<file path="src/hdl/dvw_pkg.sv">
`default_nettype none

package dvw_pkg;

  typedef enum logic [1:0] {
    ST_OK        = 2'd0,
    ST_BAD_YEAR  = 2'd1,
    ST_BAD_DAY   = 2'd2,
    ST_BAD_MONTH = 2'd3
  } status_t;

  localparam logic [15:0] MAX_YEAR   = 16'd4097;
  localparam logic [7:0]  FEB_LEAP   = 8'd29;
  localparam logic [7:0]  MONTH_FEB  = 8'd2;
  localparam logic [7:0]  MONTH_MAR  = 8'd3;
  localparam logic [7:0]  MONTH_DEC  = 8'd12;

  // floor(x / 25) = (x * RECIP_25) >> RECIP_SHIFT, exact for x below 2^14
  localparam logic [12:0] RECIP_25    = 13'd5243;
  localparam int          RECIP_SHIFT = 17;

  // 25 * INV_25 == 1 mod 2^13: y is a multiple of 25 when y * INV_25 mod 2^13 <= DIV25_MAX
  localparam logic [12:0] INV_25    = 13'd7209;
  localparam logic [12:0] DIV25_MAX = 13'd327;

  localparam logic [2:0] MOD7 = 3'd7;

  // sakamoto month offsets, month 1 = january
  function automatic logic [2:0] month_offset(input logic [7:0] m);
    logic [2:0] r;
    case (m)
      8'd1:    r = 3'd0;
      8'd2:    r = 3'd3;
      8'd3:    r = 3'd2;
      8'd4:    r = 3'd5;
      8'd5:    r = 3'd0;
      8'd6:    r = 3'd3;
      8'd7:    r = 3'd5;
      8'd8:    r = 3'd1;
      8'd9:    r = 3'd4;
      8'd10:   r = 3'd6;
      8'd11:   r = 3'd2;
      8'd12:   r = 3'd4;
      default: r = 3'd0;
    endcase
    return r;
  endfunction

  // days in a common year
  function automatic logic [7:0] month_length(input logic [7:0] m);
    logic [7:0] r;
    case (m)
      8'd2:                       r = 8'd28;
      8'd4, 8'd6, 8'd9, 8'd11:    r = 8'd30;
      default:                    r = 8'd31;
    endcase
    return r;
  endfunction

endpackage

`default_nettype wire

</file>
<file path="src/hdl/dvw_mod7.sv">
`default_nettype none

module dvw_mod7 (
  input  wire logic [16:0] value,
  output logic      [2:0]  rem
);
  import dvw_pkg::*;

  logic [5:0] fold1;
  logic [3:0] fold2;

  // 8 == 1 mod 7, so octal digits can simply be added
  always_comb begin
    fold1 = 6'(value[2:0]) + 6'(value[5:3]) + 6'(value[8:6]) + 6'(value[11:9])
          + 6'(value[14:12]) + 6'(value[16:15]);
    fold2 = 4'(fold1[5:3]) + 4'(fold1[2:0]);
    if (fold2 >= 4'(MOD7)) begin
      rem = 3'(fold2 - 4'(MOD7));
    end else begin
      rem = fold2[2:0];
    end
  end

endmodule

`default_nettype wire

</file>
<file path="src/hdl/date_validate_weekday.sv">
`default_nettype none

// channel  | signals                                        | transaction
// date     | date_valid, date_stall, day/month/year_number  | valid & !stall
// result   | result_valid, result_stall, status/is_leap/wd  | valid & !stall
//
// three register stages: reciprocal multiplies, then sum and day checks,
// then mod-7 fold into the output register. the pipeline takes one date per
// cycle while the result side is not stalled; no state is kept between dates.
// rst clears the stage valid bits only.
// each stage holds while the stage after it is full and stalled, so a stall
// on the result side backs up to date_stall without dropping a transaction.

module date_validate_weekday (
  input  wire logic             clk,
  input  wire logic             rst,
  input  wire logic             date_valid,
  output logic                  date_stall,
  input  wire logic [7:0]       day_of_month,
  input  wire logic [7:0]       month_number,
  input  wire logic [15:0]      year_number,
  output logic                  result_valid,
  input  wire logic             result_stall,
  output dvw_pkg::status_t      status,
  output logic                  is_leap,
  output logic      [2:0]       weekday
);
  import dvw_pkg::*;

  // stage 1
  logic        v1;
  logic [7:0]  d1;
  logic [7:0]  m1;
  logic [15:0] y1;
  logic [15:0] yy1;
  logic [26:0] prod1;
  logic [12:0] div25_1;

  // stage 2
  logic        v2;
  logic [16:0] sum2;
  status_t     st2;
  logic        leap2;

  logic en1, en2, en3;

  logic [15:0] yy_next;
  logic [13:0] x_next;

  logic [13:0] x1;
  logic [9:0]  q100;
  logic [7:0]  q400;
  logic        div25;
  logic        leap_c;
  logic [7:0]  len_c;
  status_t     st_c;
  logic [16:0] sum_c;

  logic [2:0]  rem3;

  assign en3        = !result_valid || !result_stall;
  assign en2        = !v2 || en3;
  assign en1        = !v1 || en2;
  assign date_stall = !en1;

  // january and february count from the previous year, wrapping at 16 bits
  always_comb begin
    if (month_number < MONTH_MAR) begin
      yy_next = year_number - 16'd1;
    end else begin
      yy_next = year_number;
    end
    x_next = yy_next[15:2];
  end

  always_ff @(posedge clk) begin
    if (rst) begin
      v1 <= 1'b0;
    end else if (en1) begin
      v1 <= date_valid;
    end
  end

  always_ff @(posedge clk) begin
    if (en1) begin
      d1      <= day_of_month;
      m1      <= month_number;
      y1      <= year_number;
      yy1     <= yy_next;
      prod1   <= 27'(x_next) * 27'(RECIP_25);
      div25_1 <= 13'(year_number[12:0] * INV_25);
    end
  end

  // stage 2: weekday sum, leap year and date checks
  always_comb begin
    x1     = yy1[15:2];
    q100   = prod1[RECIP_SHIFT +: 10];
    q400   = q100[9:2];
    div25  = div25_1 <= DIV25_MAX;
    leap_c = (y1[1:0] == 2'd0) && (!div25 || (y1[3:0] == 4'd0));
    len_c  = month_length(m1);
    if (m1 == MONTH_FEB && leap_c) begin
      len_c = FEB_LEAP;
    end
    if (y1 > MAX_YEAR) begin
      st_c = ST_BAD_YEAR;
    end else if (d1 == 8'd0) begin
      st_c = ST_BAD_DAY;
    end else if (m1 == 8'd0 || m1 > MONTH_DEC) begin
      st_c = ST_BAD_MONTH;
    end else if (d1 > len_c) begin
      st_c = ST_BAD_DAY;
    end else begin
      st_c = ST_OK;
    end
    sum_c = 17'(yy1) + 17'(x1) - 17'(q100) + 17'(q400) + 17'(month_offset(m1)) + 17'(d1);
  end

  always_ff @(posedge clk) begin
    if (rst) begin
      v2 <= 1'b0;
    end else if (en2) begin
      v2 <= v1;
    end
  end

  always_ff @(posedge clk) begin
    if (en2) begin
      sum2  <= sum_c;
      st2   <= st_c;
      leap2 <= leap_c;
    end
  end

  // stage 3: mod 7 into the output register
  dvw_mod7 u_mod7 (
    .value (sum2),
    .rem   (rem3)
  );

  always_ff @(posedge clk) begin
    if (rst) begin
      result_valid <= 1'b0;
    end else if (en3) begin
      result_valid <= v2;
    end
  end

  always_ff @(posedge clk) begin
    if (en3) begin
      status <= st2;
      if (st2 == ST_OK) begin
        is_leap <= leap2;
        weekday <= rem3 + 3'd1;
      end else begin
        is_leap <= 1'b0;
        weekday <= 3'd0;
      end
    end
  end

endmodule

`default_nettype wire

</file>
<file path="config.mk">
export PLATFORM = sky130hd
export DESIGN_NAME = date_validate_weekday
export DESIGN_NICKNAME = d
export VERILOG_FILES = /design/src/hdl/dvw_pkg.sv /design/src/hdl/dvw_mod7.sv /design/src/hdl/date_validate_weekday.sv
export SDC_FILE = /design/constraint.sdc
export NUM_CORES = 1
export LEC_CHECK = 0
export BUFFER_PORTS_ARGS = -buffer_cell sky130_fd_sc_hd__buf_2
export CORE_MARGIN = 2
export CORE_UTILIZATION = 58
export CTS_CLUSTER_DIAMETER = 40
export DETAILED_ROUTE_END_ITERATION = 6
export GPL_TIMING_DRIVEN = 0
export MAX_ROUTING_LAYER = met4
export PLACE_DENSITY_LB_ADDON = 0.25
export SYNTH_ARGS = -nofsm -noshare
export SYNTH_HDL_FRONTEND = slang
export SYNTH_SLANG_ARGS = --single-unit
</file>
<file path="constraint.sdc">
create_clock -name clk -period 5.95 [get_ports clk]
set_input_delay 0.595 -clock clk [delete_from_list [all_inputs] [get_ports clk]]
set_output_delay 0.595 -clock clk [all_outputs]
set_load 0.03 [all_outputs]
</file>
==> metrics.md, run 1 <==
| Metric | Value |
|---|---|
| Syn_area_per_cell | `11.0 um2` |
| Post-route ant nets | `0` |
| Post-Synthesis Cells | `951` |
| Port-buffer cells | `43` |
| RePlAce Congestion | `0.932` |
| Layout cells sized above 1 | `20.5%` |
| CP max stage cell | `fa_1` |
| Overflow after GRT | `0` |
| Total track usage | `24.0%` |
| Number of diodes | `0` |
| Minimum clock period | `6.03 ns` |
| Reg clk slew, reported paths | `0.07 ns` |
| Htree depth | `3` |
| Largest net degree at the start of global routing | `22` |
| # DRC | `0` |
| R2R depth | `18` |
| DR vias | `6896` |
| Final Cycle Share | `101%` |
| Most frequent cells in the layout | `inv_1, ha_1, fa_1, edfxtp_1, buf_4` |
| Die Wd | `138 um` |
| Synth warn | `0` |
| Slew headroom | `30.6%` |
| CP startpoint kind | `input port` |
| CTS Hold Bufs | `0` |
| Die height | `138 um` |
| Sequential element share of the synthesized area | `28.1%` |
| CP endpoint kind | `register` |
| DR vias/cell | `5.35` |
| Slowest stage delay, CP | `0.56 ns` |
| Routed length per instance | `16.3 um` |
| Hpwl dp | `16300 um` |
| Slew @ Worst Pin | `1.03 ns` |
| Peak Freq | `166 MHz` |
| Syn Std Cell Area | `10500 um2` |
| RSZ-0062 raised after global routing | `yes` |
| CP Class | `input port to register` |
| Synth area leaders | `edfxtp_1, ha_1, fa_1` |
| Final setup violation count | `5` |
| CTS Sinks | `100` |
| WHS Path Cells | `1` |
| Final Skew | `0.0110 ns` |
| Skew-Pair Late Insertion Delay | `0.35 ns` |
| Final wirelength | `21100 um` |
| Distinct cells, synth | `68` |
| CP Cell Sequence | `buf_4 -> nor4_4 -> and3_4 -> and3_4 -> nand2_4 -> nor4_4 -> buf_6 -> xor2_4 -> ha_4 -> fa_1 -> fa_1 -> fa_1 -> inv_2 -> fa_1 -> inv_2 -> ha_4 -> nand4_1 -> buf_4 -> or3b_4 -> o22ai_4 -> a21oi_2 -> xnor2_1` |
| First-pass GRT wire length | `35500 um` |
| Setup ws final | `-0.0805 ns` |
| Net Count, Synth | `1276` |
| Failing checks | `setup timing` |
| Reg2Reg Setup Slack | `0.76 ns` |
| Min Hold Slack | `0.418 ns` |
| Yosys top cell by area | `edfxtp_1` |
| CTS tree | `built` |
| Initial Util | `58.7%` |
| Commonest non-fill, non-tap cell in the layout | `inv_1` |
| Number of antenna violations at the first check in global routing | `0` |
| Row count | `49` |
| Final Max Tran Viols | `0` |
| 1st-iter DRT viols | `225` |
| CTS root buffer | `clkbuf_16` |
| CTS Buf Count | `9` |
| CP Max Fanout | `8` |
| Main synth FF type | `edfxtp_1` |
| Post-synth EDFFs | `94` |
| Core footprint | `17800 um2` |
| Setup TNS | `-0.278 ns` |
| Worst EP required | `6.04 ns` |
| Worst hold-check path type | `input port to register` |
| Status | `finished, violations left` |
| Final hold viol count | `0` |
| Flops & latches, synth | `100` |
| I/O pin count | `44` |
| Critical Path Most Common Cell | `fa_1` |
| DR pass1 iterations | `4` |
| Layout net count | `1381` |
| Max Cap Viol | `0` |
| Top-area cell type share of the netlist area | `26.9%` |
| Async SR Flop Fraction | `0%` |
| Number of global-route vias before repair | `7369` |
| CP arrival | `6.12 ns` |
| Full die area | `19200 um2` |
| Max clock buf depth | `2` |
| Area growth, synth to finish | `18.5%` |
## critical path, delay by kind of cell
family,cells,cell delay (ns)
buffers and inverters,5,0.61
XOR/XNOR,2,0.41
AND/OR/NAND/NOR,7,1.61
AO/OA/AOI/OAI,2,0.33
adder cells (fa/ha/maj),6,2.54
## final timing paths
| check | from | to |
|---|---|---|
| setup reg to reg | sum2[0] | weekday[1] |
| setup / recovery | year_number[4] | prod1[18] |
| hold reg to reg | v1 | v2 |
| hold / removal | day_of_month[6] | d1[6] |
## kinds of logic (layout without fill, tap and decap cells)
| family | count (synthesis) | after routing | synth area share, % |
|---|---|---|---|
| compound gates | 115 | 115 | 7.56 |
| simple gates | 145 | 145 | 7.62 |
| xor+xnor | 66 | 66 | 5.84 |
| fa+ha+maj | 289 | 289 | 42.0 |
| flops | 100 | 100 | 28.1 |
| mux | 6 | 6 | 0.585 |
| buf+inv | 230 | 340 | 8.28 |
## synthesized netlist by cell type (3+ instances only)
| cell | n |
|---|---|
| o21bai_1 | 6 |
| o31ai_1 | 3 |
| fa_1 | 105 |
| edfxtp_1 | 94 |
| o21a_1 | 8 |
| xor2_1 | 15 |
| nor2b_1 | 6 |
| ha_1 | 184 |
| a21o_1 | 15 |
| a21oi_1 | 29 |
| o21ai_0 | 17 |
| a211oi_1 | 5 |
| and2_1 | 4 |
| nand4_1 | 7 |
| nand2_1 | 25 |
| nand3_1 | 17 |
| nor2_1 | 36 |
| dfxtp_1 | 6 |
| nor4_1 | 8 |
| nor3_1 | 10 |
| mux2i_1 | 5 |
| and3_1 | 6 |
| a211o_1 | 3 |
| inv_1 | 225 |
| a31oi_1 | 5 |
| o31a_1 | 3 |
| a21boi_0 | 3 |
| nand2b_1 | 3 |
| or4_1 | 3 |
| xnor2_1 | 48 |
## flip-flops by register name, summed over array words and instances, names as in the netlist, named ones only
register and flops:
d1 8, sum2 17, yy1 16, is_leap 1, div25_1 10, status 2
m1 8, v1 1, result_valid 1, y1 16, v2 1, prod1 10
st2 2, leap2 1, weekday 3
## final cells by class
class / count / area [um2]
Multi-Input combinational cell: 621 / 7290
Clock buffer: 9 / 225
Timing Repair Buffer: 95 / 702
Sequential cell: 100 / 2940
Buffer: 2 / 17.5
Inverter: 227 / 860
Clock inverter: 7 / 95.1
Tap cell: 229 / 287
Fill cell: 1248 / 5430
## timing repair
action,CTS,global route
buffers inserted,40,7
pin swaps,55,25
endpoints found under the setup margin,10,10
resized for setup,72,33
## per-layer routing
| metal | share of wire (%) | vias up | GRT usage [%] |
|---|---|---|---|
| li1 | - | 3382 | - |
| met4 | 3.4 | 0 | 8.43 |
| met5 | 0 | - | - |
| met1 | 42 | 3326 | 29.0 |
| met2 | 51 | 142 | 41.9 |
| met3 | 3.4 | 46 | 2.67 |
## through the flow
step	worst slack (ns)	instance area, um2	std cells	utilization (%)
floorplan	-0.0248	10600	951	-
global placement	-0.836	11100	1223	62.5
detailed placement	-0.924	11200	1228	62.9
CTS	-0.0337	12200	1283	68.4
global route	-0.274	12400	1290	69.6
finish	-0.0805	12400	1290	69.6
Power of run 1 is not shown: default switching activity piles up to over one toggle a cycle in this logic, so the estimate is an artifact.
==> inputs of run 2 (changes only) <==
- CAP_MARGIN: unset -> 20
- MAX_ROUTING_LAYER: met4 -> unset
==> metrics.md, run 2 (synthesized netlist as in run 1, its figures left out) <==
| Metric | Value |
|---|---|
| Status | `finished, violations left` |
| Failing checks | `setup timing` |
| Number of diodes | `0 (unchanged)` |
| Number of antenna violations at the first check in global routing | `0 (unchanged)` |
| Final non-filler cell total | `1291 (+0.078%)` |
| # DRC | `0 (unchanged)` |
| RR Startpoint | `sum2[0]` |
| CP arrival | `6.11 ns (about the same)` |
| CTS Buf Count | `9 (unchanged)` |
| Total track usage | `23.2% (-0.76 points)` |
| R2R depth | `18 (unchanged)` |
| Slew headroom | `36.9% (+6.3 points)` |
| Placed inst area | `11200 um2 (unchanged)` |
| CP startpoint kind | `input port` |
| WHS Path Cells | `1 (unchanged)` |
| DR pass1 iterations | `4 (unchanged)` |
| DR vias | `6864 (-0.46%)` |
| Worst hold start | `day_of_month[6]` |
| Most frequent cells in the layout | `inv_1, ha_1, fa_1, edfxtp_1, buf_4` |
| Skew-Pair Late Insertion Delay | `0.35 ns (about the same)` |
| Core footprint | `17800 um2 (unchanged)` |
| CTS root buffer | `clkbuf_16` |
| Htree depth | `3 (unchanged)` |
| Worst hold-check path type | `input port to register` |
| CTS tree | `built` |
| Final wirelength | `21000 um (-0.30%)` |
| Layout net count | `1382 (+0.072%)` |
| Setup ws final | `-0.0719 ns (+0.00862 ns)` |
| Minimum clock period | `6.02 ns (-0.00862 ns)` |
| RePlAce Congestion | `0.916 (-1.7%)` |
| CP max stage cell | `fa_1` |
| CP Class | `input port to register` |
| Die height | `138 um (unchanged)` |
| RSZ-0062 raised after global routing | `yes` |
| 1st-iter DRT viols | `254 (+13%)` |
| Initial Util | `58.7% (unchanged)` |
| Slowest stage delay, CP | `0.56 ns (about the same)` |
| Worst EP required | `6.03 ns (about the same)` |
| Row count | `49 (unchanged)` |
| Finished Cell Area | `12400 um2 (about the same)` |
| CP endpoint kind | `register` |
| Final Cycle Share | `101% (-0.14 points)` |
| Placed Cells | `1228 (unchanged)` |
| Largest register FFs | `17 (unchanged)` |
| Crit. Startpoint | `year_number[4]` |
| Setup TNS | `-0.223 ns (+0.0554 ns)` |
| Final setup violation count | `5 (unchanged)` |
| Max Cap Viol | `0 (unchanged)` |
| Final Max Tran Viols | `0 (unchanged)` |
| Number of global-route vias before repair | `7379 (+0.14%)` |
| Registers with the most flip-flops | `sum2 (17), y1 (16), yy1 (16)` |
| Hold worst-path end | `d1[6]` |
| CTS Sinks | `100 (unchanged)` |
| Max clock buf depth | `2 (unchanged)` |
| Port-buffer cells | `43 (unchanged)` |
| Critical Path Most Common Cell | `fa_1` |
| CP Cell Sequence | `buf_4 -> nor4_4 -> and3_4 -> and3_4 -> nand2_4 -> nor4_4 -> buf_6 -> xor2_4 -> ha_4 -> fa_1 -> fa_1 -> fa_1 -> inv_2 -> fa_1 -> inv_2 -> ha_4 -> nand4_1 -> buf_4 -> or3b_4 -> o22ai_4 -> a21oi_2 -> xnor2_1` |
| Post-route ant nets | `0 (unchanged)` |
| DR vias/cell | `5.32 (-0.54%)` |
| Final Skew | `0.0118 ns (+0.000838 ns)` |
| CP Max Fanout | `8 (unchanged)` |
| Top reg by flops | `sum2` |
| Overflow after GRT | `0 (unchanged)` |
| Slew @ Worst Pin | `0.944 ns (-0.0869 ns)` |
| Die Wd | `138 um (unchanged)` |
| Layout cells sized above 1 | `20.5% (+0.075 points)` |
| FF-to-FF End | `weekday[1]` |
| First-pass GRT wire length | `35500 um (about the same)` |
| Largest net degree at the start of global routing | `22 (unchanged)` |
| I/O pin count | `44 (unchanged)` |
| Area growth, synth to finish | `18.5% (about the same)` |
| Reg2Reg Setup Slack | `0.77 ns (about the same)` |
| Commonest non-fill, non-tap cell in the layout | `inv_1` |
| Full die area | `19200 um2 (unchanged)` |
| Final hold viol count | `0 (unchanged)` |
| Reg clk slew, reported paths | `0.07 ns (about the same)` |
| Routed length per instance | `16.3 um (-0.38%)` |
| CTS Hold Bufs | `0 (unchanged)` |
| Peak Freq | `166 MHz (+0.14%)` |
| Hpwl dp | `16300 um (unchanged)` |
| Layout fillers | `1248 (unchanged)` |
==> run 2: worst max path at each step <==
stage	endpoint
2_1_floorplan	prod1[18]
3_3_place_gp	prod1[18]
3_5_place_dp	prod1[18]
4_1_cts	prod1[18]
5_1_grt	prod1[18]
6_report	prod1[18]
==> run 2: final cells by class <==
cell class	instances	area, um2	area share (%)
sequential	100	2940	23.7
clock buffer	9	225	1.81
multi-input combinational	621	7290	58.7
clock inverter	7	95.1	0.766
tap	229	287	2.31
inverter	227	860	6.92
buffer	2	17.5	0.141
timing repair buffer	96	707	5.69
==> run 2: metal layers <==
metal  global-route usage [%]  share of wire [%]  up-vias
met5                        0                  0        -
met4                     8.43                3.1        0
met3                     2.56                3.6       42
met2                     42.0                 52      123
met1                     28.9                 42     3313
li1                         -                  -     3386
==> run 2: critical path, delay by kind of cell <==
| kind | cells | cell delay [ns] |
|---|---|---|
| adders and majority gates | 6 | 2.54 |
| buffers and inverters | 5 | 0.60 |
| AOI/OAI and AO/OA | 2 | 0.32 |
| and+or+nand+nor | 7 | 1.62 |
| xor gates and xnor gates | 2 | 0.40 |
==> run 2: metrics by stage <==
| step | util, % | hold WS, ns | worst slack (ns) |
|---|---|---|---|
| floorplan | - | 0.419 | -0.0248 |
| global placement | 62.5 | 0.441 | -0.836 |
| detailed placement | 62.9 | 0.486 | -0.924 |
| CTS | 68.4 | 0.409 | -0.0337 |
| global route | 69.6 | 0.409 | -0.275 |
| finish | 69.6 | 0.417 | -0.0719 |
==> run 2: what timing repair did <==
item	CTS	global route
gates cloned	0	0
endpoints found under the hold margin	0	0
endpoints found under the setup margin	10	10
gates resized for setup	72	33
buffers inserted	40	7
pin swaps	55	25
Power of run 2 is left out for the same reason.
